### config.mk
export PLATFORM = sky130hd
export DESIGN_NAME = positional_list_engine_unit
export DESIGN_NICKNAME = d
export VERILOG_FILES = /design/src/sv/ple_pkg.sv /design/src/sv/ple_ram.sv /design/src/sv/ple_ctrl.sv /design/src/sv/ple_dp.sv /design/src/sv/positional_list_engine_unit.sv
export SDC_FILE = /design/constraint.sdc
export NUM_CORES = 1
export LEC_CHECK = 0
export BUFFER_PORTS_ARGS = -buffer_cell sky130_fd_sc_hd__buf_2
export CORE_ASPECT_RATIO = 2
export CORE_MARGIN = 3
export CORE_UTILIZATION = 55
export CTS_BUF_LIST = sky130_fd_sc_hd__clkbuf_4 sky130_fd_sc_hd__clkbuf_8
export DETAILED_ROUTE_END_ITERATION = 7
export GPL_TIMING_DRIVEN = 0
export MAX_ROUTING_LAYER = met4
export PLACE_DENSITY_LB_ADDON = 0.08
export REMOVE_ABC_BUFFERS = 1
export SLEW_MARGIN = 25
export SYNTH_ARGS = -nofsm -noshare
export SYNTH_HDL_FRONTEND = slang
export SYNTH_HIERARCHICAL = 1
export SYNTH_SLANG_ARGS = --single-unit
### constraint.sdc
create_clock -name clk -period 14.75 [get_ports clk]
set_input_delay 2.2125 -clock clk [delete_from_list [all_inputs] [get_ports clk]]
set_output_delay 2.2125 -clock clk [all_outputs]
set_load 0.02 [all_outputs]
### src/sv/ple_pkg.sv
`timescale 1ns / 1ps
`default_nettype none

package ple_pkg;

  // Field widths of the item and result beats
  localparam int MODE_W   = 2;
  localparam int POS_W    = 5;
  localparam int WORD_W   = 32;
  localparam int STATUS_W = 2;

  // Operation codes
  localparam logic [MODE_W-1:0] MODE_READ   = 2'd0;
  localparam logic [MODE_W-1:0] MODE_INSERT = 2'd1;
  localparam logic [MODE_W-1:0] MODE_REMOVE = 2'd2;

  // Result status codes
  localparam logic [STATUS_W-1:0] ST_DONE  = 2'd0;
  localparam logic [STATUS_W-1:0] ST_RANGE = 2'd1;
  localparam logic [STATUS_W-1:0] ST_FULL  = 2'd2;

  typedef struct packed {
    logic [MODE_W-1:0] mode;
    logic [POS_W-1:0]  position;
    logic [WORD_W-1:0] data;
  } in_item_t;

  typedef struct packed {
    logic [WORD_W-1:0]   result_data;
    logic [STATUS_W-1:0] status;
    logic [POS_W-1:0]    entry_count;
  } out_item_t;

  // Controller to datapath
  typedef struct packed {
    logic load;     // take a new item beat
    logic start;    // set the walk index, read the entry at position
    logic capture;  // keep the read word as result
    logic step_rd;  // read the neighbour of the walk index
    logic step_wr;  // write the neighbour word, move the index on
    logic place;    // write the inserted word at the index
    logic finish;   // commit the count, load the result register
  } ple_cmd_t;

  // Datapath to controller
  typedef struct packed {
    logic rd_ok;
    logic ins_ok;
    logic rem_ok;
    logic at_end;
  } ple_stat_t;

endpackage

`default_nettype wire

### src/sv/ple_ram.sv
`timescale 1ns / 1ps
`default_nettype none

module ple_ram #(
  parameter int WIDTH = 32,
  parameter int DEPTH = 16
) (
  input  wire logic                     clk,
  input  wire logic                     we,
  input  wire logic [$clog2(DEPTH)-1:0] waddr,
  input  wire logic [WIDTH-1:0]         wdata,
  input  wire logic [$clog2(DEPTH)-1:0] raddr,
  output logic      [WIDTH-1:0]         rdata
);

  logic [WIDTH-1:0] mem [DEPTH];
  logic [WIDTH-1:0] rdata_r;

  // One write port, one registered read port
  always_ff @(posedge clk) begin
    if (we) begin
      mem[waddr] <= wdata;
    end
    rdata_r <= mem[raddr];
  end

  assign rdata = rdata_r;

endmodule

`default_nettype wire

### src/sv/ple_ctrl.sv
`timescale 1ns / 1ps
`default_nettype none

module ple_ctrl
  import ple_pkg::*;
(
  input  wire logic      clk,
  input  wire logic      rst_n,
  input  wire logic      in_valid,
  output logic           in_ready,
  output logic           out_valid,
  input  wire logic      out_ready,
  input  wire ple_stat_t stat,
  output ple_cmd_t       cmd
);

  localparam logic [2:0] S_IDLE   = 3'd0;
  localparam logic [2:0] S_DECODE = 3'd1;
  localparam logic [2:0] S_RWAIT  = 3'd2;
  localparam logic [2:0] S_MOVE   = 3'd3;
  localparam logic [2:0] S_MVWR   = 3'd4;
  localparam logic [2:0] S_DONE   = 3'd5;

  logic [2:0] state_r, state_nxt;
  logic       out_valid_r, out_valid_nxt;
  logic       out_free;

  assign in_ready  = (state_r == S_IDLE);
  assign out_valid = out_valid_r;
  assign out_free  = !out_valid_r || out_ready;

  // Sequencer
  always_comb begin
    state_nxt     = state_r;
    out_valid_nxt = out_valid_r && !out_ready;
    cmd           = '0;
    case (state_r)
      S_IDLE: begin
        if (in_valid) begin
          cmd.load  = 1'b1;
          state_nxt = S_DECODE;
        end
      end
      S_DECODE: begin
        if (stat.rd_ok || stat.rem_ok) begin
          cmd.start = 1'b1;
          state_nxt = S_RWAIT;
        end else if (stat.ins_ok) begin
          cmd.start = 1'b1;
          state_nxt = S_MOVE;
        end else begin
          state_nxt = S_DONE;
        end
      end
      S_RWAIT: begin
        cmd.capture = 1'b1;
        state_nxt   = stat.rem_ok ? S_MOVE : S_DONE;
      end
      S_MOVE: begin
        if (stat.at_end) begin
          cmd.place = stat.ins_ok;
          state_nxt = S_DONE;
        end else begin
          cmd.step_rd = 1'b1;
          state_nxt   = S_MVWR;
        end
      end
      S_MVWR: begin
        cmd.step_wr = 1'b1;
        state_nxt   = S_MOVE;
      end
      S_DONE: begin
        if (out_free) begin
          cmd.finish    = 1'b1;
          out_valid_nxt = 1'b1;
          state_nxt     = S_IDLE;
        end
      end
      default: begin
        state_nxt = S_IDLE;
      end
    endcase
  end

  always_ff @(posedge clk) begin
    if (!rst_n) begin
      state_r     <= S_IDLE;
      out_valid_r <= 1'b0;
    end else begin
      state_r     <= state_nxt;
      out_valid_r <= out_valid_nxt;
    end
  end

endmodule

`default_nettype wire

### src/sv/ple_dp.sv
`timescale 1ns / 1ps
`default_nettype none

module ple_dp
  import ple_pkg::*;
#(
  parameter int DEPTH      = 16,
  parameter int DATA_WIDTH = 32
) (
  input  wire logic     clk,
  input  wire logic     rst_n,
  input  wire in_item_t in_item,
  input  wire ple_cmd_t cmd,
  output ple_stat_t     stat,
  output out_item_t     out_item
);

  localparam int AW   = $clog2(DEPTH);
  localparam int CW   = $clog2(DEPTH + 1);
  localparam int CMPW = (CW > POS_W) ? CW : POS_W;

  in_item_t              op_r;
  logic [CW-1:0]         cnt_r, cnt_nxt;
  logic [CW-1:0]         idx_r, idx_nxt;
  logic [CW-1:0]         idx_inc, idx_dec;
  logic [DATA_WIDTH-1:0] word_r;
  logic [DATA_WIDTH-1:0] res_r;
  out_item_t             out_r;

  logic [DATA_WIDTH-1:0] in_word;
  logic [WORD_W-1:0]     res_word;
  logic [CMPW-1:0]       pos_x, cnt_x, new_x;
  logic                  pos_lt, pos_le, full;
  logic                  is_rd, is_ins, is_rem;
  logic [STATUS_W-1:0]   status;
  logic                  ram_we;
  logic [AW-1:0]         ram_waddr, ram_raddr;
  logic [DATA_WIDTH-1:0] ram_wdata, ram_rdata;

  // Word width conversion, both ways
  for (genvar b = 0; b < DATA_WIDTH; b++) begin : g_in_bit
    if (b < WORD_W) begin : g_take
      assign in_word[b] = in_item.data[b];
    end else begin : g_zero
      assign in_word[b] = 1'b0;
    end
  end
  for (genvar b = 0; b < WORD_W; b++) begin : g_out_bit
    if (b < DATA_WIDTH) begin : g_take
      assign res_word[b] = res_r[b];
    end else begin : g_zero
      assign res_word[b] = 1'b0;
    end
  end

  // Range and fill checks on the held item
  assign pos_x  = CMPW'(op_r.position);
  assign cnt_x  = CMPW'(cnt_r);
  assign pos_lt = pos_x < cnt_x;
  assign pos_le = pos_x <= cnt_x;
  assign full   = (cnt_r == CW'(DEPTH));
  assign is_rd  = (op_r.mode == MODE_READ);
  assign is_ins = (op_r.mode == MODE_INSERT);
  assign is_rem = (op_r.mode == MODE_REMOVE);

  assign idx_inc = idx_r + 1'b1;
  assign idx_dec = idx_r - 1'b1;

  assign stat.rd_ok  = is_rd && pos_lt;
  assign stat.ins_ok = is_ins && pos_le && !full;
  assign stat.rem_ok = is_rem && pos_lt;
  // insert walks down to position; remove walks up to the last entry
  assign stat.at_end = is_ins ? (CMPW'(idx_r) == pos_x) : (idx_inc == cnt_r);

  always_comb begin
    case (op_r.mode)
      MODE_READ, MODE_REMOVE: status = pos_lt ? ST_DONE : ST_RANGE;
      MODE_INSERT: begin
        if (!pos_le) begin
          status = ST_RANGE;
        end else if (full) begin
          status = ST_FULL;
        end else begin
          status = ST_DONE;
        end
      end
      default: status = ST_RANGE;
    endcase
  end

  always_comb begin
    cnt_nxt = cnt_r;
    if (stat.ins_ok) begin
      cnt_nxt = cnt_r + 1'b1;
    end else if (stat.rem_ok) begin
      cnt_nxt = cnt_r - 1'b1;
    end
  end
  assign new_x = CMPW'(cnt_nxt);

  always_comb begin
    idx_nxt = idx_r;
    if (cmd.start) begin
      idx_nxt = is_ins ? cnt_r : pos_x[CW-1:0];
    end else if (cmd.step_wr) begin
      idx_nxt = is_ins ? idx_dec : idx_inc;
    end
  end

  // Entry store port selection
  assign ram_we    = cmd.step_wr || cmd.place;
  assign ram_waddr = idx_r[AW-1:0];
  assign ram_wdata = cmd.place ? word_r : ram_rdata;
  assign ram_raddr = cmd.step_rd ? (is_ins ? idx_dec[AW-1:0] : idx_inc[AW-1:0])
                   : pos_x[AW-1:0];

  ple_ram #(
    .WIDTH (DATA_WIDTH),
    .DEPTH (DEPTH)
  ) u_ram (
    .clk   (clk),
    .we    (ram_we),
    .waddr (ram_waddr),
    .wdata (ram_wdata),
    .raddr (ram_raddr),
    .rdata (ram_rdata)
  );

  // Held item, walk index and result
  always_ff @(posedge clk) begin
    if (cmd.load) begin
      op_r   <= in_item;
      word_r <= in_word;
      res_r  <= '0;
    end
    if (cmd.capture) begin
      res_r <= ram_rdata;
    end
    idx_r <= idx_nxt;
    if (cmd.finish) begin
      out_r.result_data <= res_word;
      out_r.status      <= status;
      out_r.entry_count <= new_x[POS_W-1:0];
    end
  end

  // Entry count
  always_ff @(posedge clk) begin
    if (!rst_n) begin
      cnt_r <= '0;
    end else if (cmd.finish) begin
      cnt_r <= cnt_nxt;
    end
  end

  assign out_item = out_r;

endmodule

`default_nettype wire

### src/sv/positional_list_engine_unit.sv
// Accept to result: an error or full status goes from decode to the result; a read or a
// remove first reads the entry; an insert or remove shifts the entries past position.
// One item at a time; in_ready returns in the cycle after the previous result is loaded.
// The shift walks the entry memory one entry at a time, each a read and then a write.
// Reset (rst_n, synchronous): count cleared, no result pending; entries are left unset.
`timescale 1ns / 1ps
`default_nettype none

module positional_list_engine_unit
  import ple_pkg::*;
#(
  parameter int DEPTH      = 16,
  parameter int DATA_WIDTH = 32
) (
  input  wire logic      clk,
  input  wire logic      rst_n,
  input  wire logic      in_valid,
  output logic           in_ready,
  input  wire in_item_t  in_item,
  output logic           out_valid,
  input  wire logic      out_ready,
  output out_item_t      out_item
);

  ple_cmd_t  cmd;
  ple_stat_t stat;

  ple_ctrl u_ctrl (
    .clk       (clk),
    .rst_n     (rst_n),
    .in_valid  (in_valid),
    .in_ready  (in_ready),
    .out_valid (out_valid),
    .out_ready (out_ready),
    .stat      (stat),
    .cmd       (cmd)
  );

  ple_dp #(
    .DEPTH      (DEPTH),
    .DATA_WIDTH (DATA_WIDTH)
  ) u_dp (
    .clk      (clk),
    .rst_n    (rst_n),
    .in_item  (in_item),
    .cmd      (cmd),
    .stat     (stat),
    .out_item (out_item)
  );

endmodule

`default_nettype wire

Word-level counts from Yosys, hierarchy flattened
Memories as Yosys holds them, arrays and structs flattened. A register that Yosys moved wholly into a read port is not among the register bits.
Cells that the tools add are included.
{ "word_totals": {"regBits": 124, "in_bits": 43, "ramBits": 512, "memories": 1, "wordCells": 87, "out_inout_bits": 41} }
{ "op_classes": {"muxes": 40, "n_reduce_logical": 17, "add_sub_neg": 4, "eq_ne": 12, "magnitude_cmp": 2} }
{ "mem_list": {"columns": ["name", "depth", "width", "read_ports", "rd_clocked_by_memory_dff", "write_ports", "line_no", "source"], "rows": [
  ["u_dp.u_ram.mem", 16, 32, 1, 1, 1, "ple_ram.sv:16", "logic [WIDTH-1:0] mem [DEPTH];"]
]} }
{ "ops": {"columns": ["operator", "count"], "rows": [
  ["$mux W32", 3],
  ["$mux W5", 6],
  ["$mux W1", 20],
  ["$pmux W3 S6", 1],
  ["$mux W3", 5],
  ["$add A5 B1 Y5 const B", 2],
  ["$eq A5 B5 Y1", 2],
  ["$sub A5 B1 Y5 const B", 2],
  ["$mux W4", 2],
  ["$eq A3 B2 Y1 const B", 2],
  ["$eq A3 B3 Y1 const B", 2],
  ["$eq A5 B5 Y1 const B", 1],
  ["$le A5 B5 Y1", 1],
  ["$logic_and A1 B1 Y1", 5],
  ["$lt A5 B5 Y1", 1],
  ["$mux W2", 2],
  ["$pmux W2 S2", 1],
  ["$reduce_bool A2 Y1", 2],
  ["$eq A3 B1 Y1 const B", 1],
  ["$logic_not A1 Y1", 3],
  ["$logic_not A3 Y1", 1],
  ["$logic_or A1 B1 Y1", 3],
  ["$eq A2 B1 Y1 const B", 1],
  ["$eq A2 B2 Y1 const B", 1],
  ["other kinds (5)", 5]
]} }

Logic depth before layout (Yosys ltp)
Gate-level depths: netlist of run 1.
{ "logic_depth": {"depth_word": 8, "ltp_mapped": 14, "ltp_nobuf": 12} }

Cells and area by module
Netlist of run 1, hierarchy kept.
{ "modules_own_cells": {"columns": ["module", "seq_area_each_um2", "instances", "area_each_um2", "cells_per_inst"], "rows": [
  ["ple_ram", 16015.4, 1, 19854.0, 838],
  ["ple_dp", 3553.4, 1, 5233.8, 347],
  ["ple_ctrl", 80.1, 1, 281.5, 36]
]} }

Worst setup path before layout of run 1
OpenSTA, ideal clock, no wires.
{ "synth_timing": {"kind": "register -> register", "startpoint": "register u_dp.idx_r[0]", "endpoint": "memory u_dp.u_ram.mem[0][0], enable pin", "synth_period_minus_slack_ns": 5.680, "required_time_ns": 14.289, "path_slack_ns": 9.070, "setup_ns": 0.461, "stages_incl_launch_ff": 14, "t_arrival_ns": 5.219, "n_path_buf": 3, "path_cell_list": "edfxtp_1 -> clkbuf_1 -> inv_1 -> ha_1 -> xnor2_1 -> nand4_1 -> o21ai_0 -> nand2_1 -> nor2_1 -> clkbuf_1 -> clkbuf_1 -> or2_2 -> or3b_2 -> nor3_1"} }
{ "synth_rtl": {"columns": ["element", "line_no", "source"], "rows": [
  ["start, declared", "ple_dp.sv:24", "logic [CW-1:0] idx_r, idx_nxt;"],
  ["start signal, assigned", "ple_dp.sv:139", "idx_r <= idx_nxt;"],
  ["end, declared", "ple_ram.sv:16", null]
]} }

==> results.txt, run 1 <==
- The congestion estimate from routability-driven global placement came to 0.850.
* Top cells by area, synth: sky130_fd_sc_hd__edfxtp_1, sky130_fd_sc_hd__mux4_2, sky130_fd_sc_hd__dfxtp_1
* Pin count of the biggest net entering global routing: ~70
- The path class of the tightest hold or removal check is flop to flop.
- The top cell types in the final layout, fill and taps aside, are sky130_fd_sc_hd__edfxtp_1, sky130_fd_sc_hd__mux4_2, sky130_fd_sc_hd__clkbuf_8.
- Power Density: between 100 and 150 mW/mm²
- Flip-flop and latch count after synthesis: 668
- Via/cell ratio: 6.18
- Std cell rows: 110
* Worst Path Required: 15.10 ns
- Area share of the largest cell type after synthesis: 74.2%
- Status: complete, no violations
* Final-stage net count: 1462
- For this design the static power due to leakage is 9.83 nW.
- Counting every instance in the synthesized netlist gives ~1200.
* Startpoint of the most critical register-to-register path: u_dp/idx_r[0]
- CTS Sinks: 668
- The first global-routing pass estimated about 83000 µm of wire.
- Post-synthesis cell area: 0.0254 mm²
* Endpoint of the worst register-to-register path: u_dp/u_ram/mem[0][23]
- Setup slack on the critical path of the routed design comes to 9.49 ns.
* Startpoint types: flop
- Buffers added to address setup during post-CTS repair amount to 0.
* Number of top-level pins: 84
- Share of the yosys chip area belonging to registers: 77.5%
- After clock tree synthesis, the clock-pin slew on the worst setup and hold paths is about 0.070 ns.
- Setup violators final: 0
- The via count of the first global-routing pass was 13451.
- In this run, synthesis inferred 627 flip-flops with an integrated enable.
- The die covers 0.0489 mm².
- Antenna violations before repair: 1
- CTS tree: yes
* Layout cells sized above 1: 34.6%
- The total overflow left after global routing is 0.
- For this run, asynchronously set or reset flops after synthesis account for 0%.
* Critical Path Sink Type: flop
- Startpoint-to-endpoint class of the critical path: flop to flop
- Average detailed-routed wire length per instance: 27.1 µm
- Timing endpoint of the critical path: u_dp/u_ram/mem[0][23]
- After detailed routing, the number of remaining DRC violations is 0.
- Port buffer count: between 80 and 90
- Layout Skew: 0.0309 ns
- Across the run, the number of max-cap violations was 0.
- Starting density of the core: 56.0%
- DP Worst Slack: a little under 10 ns
- Setup repair after global routing missed its margin: false
- The first detailed-routing pass ran for 5 iterations.
- Final slew viol count: 0
- In this run the horizontal extent of the chip is 158 µm.
- Clock insertion delay at the later pin of the skew report: about 0.67 ns
- Wires add up to 55300 µm.
* Area growth syn-to-layout: 16.8%
- Static timing analysis puts the maximum clock frequency at about 190 MHz.
- Final worst path period need: roughly 5.3 ns
* Largest fanout of any net on the critical path: 15
* Ratio of final minimum period to clock period: 35.7%
* Post-synthesis cell type count: 62
- Placed wire-length estimate: 35000 µm
* Ys Warns: 6
* Detailed router's first-iteration violation count: between 1000 and 1500
- The number of cells on the worst reg-to-reg path is 15.
* Overall track demand over capacity in global routing: between 20% and 30%
- Synth Area per Inst: 20.8 µm²
- Core region area: 0.0453 mm²
- Most frequent standard cell in the layout excluding fill and tap cells: sky130_fd_sc_hd__edfxtp_1
* Pin slew with the least headroom to its limit: 0.738 ns
* Y dimension of the die: 310 µm
- IR Drop Worst-Case VDD: 0.0834 mV
- Counting along the longest clock path gives a buffer depth of 3.
* Critical path arrival: between 5 and 6 ns
- Total power: 4.26 mW
* Number of vias after detailed routing: 12623
- CTS buffer count: about 90
- Once the clock tree was built, the resizer swapped 0 gates to a different size.
* Maximum level of the CTS H-tree: 3
* Post-cts hold buffer count: 0
- Total count of hold-check failures in the final report: 0
* Max-slew headroom at the worst pin: 50.7%
- Internal reg-to-reg setup slack: 9.49 ns
* Largest area contributor in the netlist: sky130_fd_sc_hd__edfxtp_1
- In this run the worst setup path begins at u_dp/idx_r[0].
* Count of nets left with antenna violations after detail routing: 0
- Among all flip-flop cells after synthesis, the most frequent one is sky130_fd_sc_hd__edfxtp_1.
- The tree is rooted in a sky130_fd_sc_hd__clkbuf_8.
## registers in the layout, indices dropped and copies added (netlist names)
name and count:
u_dp/idx_r 5, u_dp/res_r 32, u_ctrl/out_valid 1, u_dp/u_ram/rdata 32, u_dp/word_r 32, u_dp/cnt_r 5, u_ctrl/state_r 3, u_dp/op_r 2
u_dp/u_ram/mem 512, u_dp/pos_x 5, u_dp/out_item 39
## routing by layer
layer	GRT usage, %	share of wire [%]	up-vias
met3	4.05	6.2	125
met4	9.21	3.5	0
met1	32.1	40	6634
met2	38.1	50	492
li1	-	-	5372
met5	-	0	-
## critical path: stages (launching register included)
cell and delay [ns]:
sky130_fd_sc_hd__edfxtp_1 0.82, sky130_fd_sc_hd__ha_1 0.35, sky130_fd_sc_hd__xor2_1 0.26, sky130_fd_sc_hd__o211ai_1 0.12, sky130_fd_sc_hd__o21ai_0 0.12, sky130_fd_sc_hd__a22oi_1 0.13
sky130_fd_sc_hd__o21ai_0 0.42, sky130_fd_sc_hd__nand2_1 0.17, sky130_fd_sc_hd__nor2_4 0.39, sky130_fd_sc_hd__buf_8 0.22, sky130_fd_sc_hd__buf_16 0.17, sky130_fd_sc_hd__or2_2 0.17
sky130_fd_sc_hd__or3b_2 0.59, sky130_fd_sc_hd__nor3_2 0.44, sky130_fd_sc_hd__buf_4 0.30, sky130_fd_sc_hd__buf_4 0.22
## synth_stat cells (11+ instances only)
master,number
sky130_fd_sc_hd__and2_1,35
sky130_fd_sc_hd__a22oi_1,67
sky130_fd_sc_hd__buf_4,14
sky130_fd_sc_hd__clkbuf_1,29
sky130_fd_sc_hd__nor2_1,28
sky130_fd_sc_hd__mux4_2,128
sky130_fd_sc_hd__xnor2_1,11
sky130_fd_sc_hd__mux2_2,35
sky130_fd_sc_hd__nand2_1,55
sky130_fd_sc_hd__edfxtp_1,627
sky130_fd_sc_hd__dfxtp_1,41
sky130_fd_sc_hd__inv_1,12
## logic make-up after synthesis
family / count (synthesis) / share of synthesized area [%]
compound gates: 107 / 3.33
xor+xnor: 17 / 0.587
fa+ha+maj: 9 / 0.444
buf+inv: 75 / 1.42
flops: 668 / 77.5
mux: 167 / 13.1
simple gates: 178 / 3.69
## final cells by class
class	instances	area [µm²]
multi-input cells	478	5550
repair buffers	158	1870
clock buffers	133	1600
clock inverters	31	218
inverters	12	45.0
diodes	1	2.50
fillers	3025	15600
flip-flops and latches	668	19600
well taps	560	701
## how the worst min path moves through the flow
| stage | start | endpoint | slack (ns) | depth (start not counted) |
|---|---|---|---|---|
| finish | u_dp/res_r[1] | u_dp/out_item[8] | 0.42 | 0 |
| global placement | u_dp/res_r[1] | u_dp/out_item[8] | 0.40 | 0 |
| detailed placement | u_dp/res_r[1] | u_dp/out_item[8] | 0.41 | 0 |
| floorplan | u_dp/res_r[3] | u_dp/out_item[10] | 0.40 | 0 |
| global route | u_dp/res_r[3] | u_dp/out_item[10] | 0.42 | 0 |
| CTS | u_dp/res_r[1] | u_dp/out_item[8] | 0.42 | 0 |
## per-stage QoR
step	hold WS (ns)	util, %	cell area, µm²	std cells	setup TNS [ns]
final	0.421	65.4	29600	2041	0
after global routing	0.424	65.4	29600	2041	0
after CTS	0.419	65.4	29600	2040	0
after detailed placement	0.405	61.4	27800	1876	0
after global placement	0.401	57.8	26200	1801	-173.41
after floorplan	0.400	-	25100	1158	0
## where the power goes
part	internal (mW)	switching [mW]
Sequential	2.28	0.0435
Clock	0.748	0.652
Combinational	0.216	0.321
Power figures use the tool's default switching activity.
==> run 2: changes to the inputs <==
==> constraint.sdc (replaced) <==
create_clock -name clk -period 5.4 [get_ports clk]
set_input_delay 0.81 -clock clk [delete_from_list [all_inputs] [get_ports clk]]
set_output_delay 0.81 -clock clk [all_outputs]
set_load 0.02 [all_outputs]
==> run 2 against run 1 <==
Net effect: critical path type unchanged; clock power grew to 2.7 times the previous value; flip-flop and latch count is the same; worst setup slack worse by 9.1 ns; critical path depth unchanged; register-to-register slack lost 9.1 ns; first-iteration DRC count rose by 0.46%; power grew to 2.7 times the previous value; sequential power rose to 2.7 times the previous value; utilization is 0.083 points higher.
==> results.txt, run 2 (synthesis gave the netlist of run 1 again) <==
* Status: complete, no violations (unchanged)
- Internal reg-to-reg setup slack: 0.37 ns (was 9.49 ns)
* Cell count along the critical path: 15 (unchanged)
* Worst Path Required: 5.75 ns (was 15.10 ns)
- R2r worst-path depth: 15 (unchanged)
* Detailed router's first-iteration violation count: 1101 (was 1096)
- Antenna violations before repair: 1 (unchanged)
* Critical Path Sink Type: flop (unchanged)
- The worst hold path stage count came to 1 (was 0).
- Critical path arrival: 5.38 ns (was 5.61 ns)
* Static leakage: 9.86 nW (was 9.83 nW)
- The maximum fanout count along the critical path is 12 (was 15).
- The routed via count divided by cell count came to 6.17 (was 6.18).
* Delay of the slowest cell on the worst path: 0.65 ns (was 0.82 ns)
* Max-slew headroom at the worst pin: 50.9% (was 50.7%)
* Average detailed-routed wire length per instance: 27.0 µm (was 27.1 µm)
* End of the worst hold path: u_dp/pos_x[0] (was u_dp/out_item[8])
- The final design area excluding fillers came to 0.0297 mm² (was 0.0296 mm²).
- Crit-path slowest cell: sky130_fd_sc_hd__edfxtp_1 (unchanged)
* Startpoint-to-endpoint class of the critical path: flop to flop (unchanged)
- Placed insts: 1876 (unchanged)
- The power density normalized to cell area was 392 mW/mm² (was 144 mW/mm²).
- The post-route setup TNS came to 0 ns (unchanged).
- The final cell count without fillers came to 2046 (was 2041).
- The type of the worst min-delay path is input port to flop (was flop to flop).
- The post-route minimum period was 5.03 ns (was 5.26 ns).
* Global-route wire length before repair: 83500 µm (unchanged)
- Setup repair after global routing missed its margin: false (unchanged).
- The number of nets in the layout was 1467 (was 1462).
* Area growth syn-to-layout: 17.0% (was 16.8%)
- The placer's final routability congestion estimate is 0.850 (unchanged).
- Most frequent cells in the layout: sky130_fd_sc_hd__edfxtp_1, sky130_fd_sc_hd__mux4_2, sky130_fd_sc_hd__clkbuf_8 (unchanged).
- Max-cap viol count: 0 (unchanged)
- The fraction of final layout cells sized beyond drive strength 1 is 34.8% (was 34.6%).
- Buffers and inverters on the worst path: 4 (unchanged)
- The final worst setup slack came to 0.367 ns (was 9.49 ns).
* Clock root buffer: sky130_fd_sc_hd__clkbuf_8 (unchanged)
- Most frequent standard cell in the layout excluding fill and tap cells: sky130_fd_sc_hd__edfxtp_1 (unchanged)
- Port buffer count: 83 (unchanged)
- Y dimension of the die: 310 µm (unchanged)
* DP Worst Slack: 0.350 ns (was 9.70 ns)
- Ratio of final minimum period to clock period: 93.2% (was 35.7%)
* Final slew viol count: 0 (unchanged)
* IR Drop Worst-Case VDD: 0.228 mV (was 0.0834 mV)
- Total power: 11.6 mW (was 4.26 mW)
- Top Family by Delay on Critical Path: simple AND/OR/NAND/NOR gates (unchanged)
- The detailed-route wire length is 55300 µm (about the same).
* Starting density of the core: 56.0% (unchanged)
- The clock latency of the later-clocked register in the worst-skew pair is 0.67 ns (about the same).
- Cell area reported after detailed placement: 0.0278 mm² (unchanged)
- The count of final setup violators came to 0 (unchanged).
- The horizontal die dimension came to 158 µm (unchanged).
- CTS Sinks: 668 (unchanged)
* Post-cts hold buffer count: 0 (unchanged)
- The detailed-router iteration count before antenna repair came to 5 (unchanged).
- Top achievable clock speed: 199 MHz (was 190 MHz)
- The total number of vias was 12616 (was 12623).
- Pin slew with the least headroom to its limit: 0.735 ns (was 0.738 ns)
- The via count of the first global-routing pass came to 13451 (unchanged).
* Total count of hold-check failures in the final report: 0 (unchanged)
- The count of unresolved DRC violations after routing is 0 (unchanged).
- The cell row count came to 110 (unchanged).
- Critical Path, Cell by Cell: ha_1 -> xor2_1 -> o211ai_1 -> o21ai_0 -> a22oi_1 -> o21ai_0 -> nand2_1 -> nor2_4 -> buf_8 -> buf_16 -> or2_2 -> or3b_2 -> nor3_2 -> buf_4 -> buf_4 (unchanged).
- The CTS clock-pin slew for the worst setup and hold paths was 0.07 ns (about the same).
- Overall track demand over capacity in global routing: 24.2% (unchanged)
- The register bank with the most flops is u_dp/u_ram/mem (unchanged).
- Maximum level of the CTS H-tree: 3 (unchanged)
* Startpoint of the most critical register-to-register path: u_dp/idx_r[1] (was u_dp/idx_r[0])
* Count of nets left with antenna violations after detail routing: 0 (unchanged)
- Buffer levels on the longest clock path: 3 (unchanged)
* Endpoint of the worst register-to-register path: u_dp/u_ram/mem[0][23] (unchanged)
- Buffer count from post-CTS setup fixing: 0 (unchanged)
- Sum of overflow across all layers after global routing: 0 (unchanged)
- Layout Skew: 0.0300 ns (was 0.0309 ns)
- Die Outline Area: 0.0489 mm² (unchanged)
- The total of cells resized after clock tree synthesis is 0 (unchanged).
- Pin count of the biggest net entering global routing: 72 (unchanged)
- The total clock buffers created by CTS is 92 (unchanged).
- Max reg flops: 512 (unchanged)
- The top-level I/O count came to 84 (unchanged).
* CTS tree: yes (unchanged)
- The core box area was 0.0453 mm² (unchanged).
- Startpoint types: flop (unchanged)
- Placed wire-length estimate: 35000 µm (unchanged)
- Critical hold path startpoint: in_item[32] (was u_dp/res_r[1])
[run 2: per-layer routing]
layer  global-route usage [%]  vias up  routed length, µm  share of wire [%]
met5                        -        -                  0                  0
met4                     9.21        0               1940                3.5
met3                     4.05      123               2880                5.2
met2                     38.1      432              27700                 50
met1                     32.1     6684              22800                 41
li1                         -     5377                  -                  -
[run 2: worst max-delay path by stage]
stage / start / to / slack, ns
after detailed placement: u_dp/idx_r[0] / u_dp/u_ram/mem[0][4] / 0.35
after global routing: u_dp/idx_r[1] / u_dp/u_ram/mem[0][10] / 0.13
after global placement: u_dp/idx_r[0] / u_dp/u_ram/rdata[8] / -14.86
after CTS: u_dp/idx_r[0] / u_dp/u_ram/mem[0][23] / 0.19
after floorplan: u_dp/idx_r[0] / u_dp/u_ram/rdata[0] / -8.66
final: u_dp/idx_r[1] / u_dp/u_ram/mem[0][23] / 0.37
[run 2: through the flow]
stage | hold slack [ns] | util [%]
global placement | 0.401 | 57.8
floorplan | 0.400 | -
finish | 0.322 | 65.5
detailed placement | 0.405 | 61.4
global route | 0.286 | 65.5
CTS | 0.273 | 65.4
[run 2: area by class of cell]
cell class                      count  area [µm²]
Antenna cell                        1        2.50
Multi-Input combinational cell    478        5550
Clock inverter                     31         218
Timing Repair Buffer              163        1910
Sequential cell                   668       19600
Tap cell                          560         701
Clock buffer                      133        1600
Fill cell                        3019       15600
Inverter                           12        45.0
[run 2: report_power, final]
group	internal (mW)	leakage, nW	switching (mW)
registers	6.22	6.05	0.115
clock network	2.04	0.967	1.78
logic	0.595	2.83	0.883
total	8.86	9.86	2.78
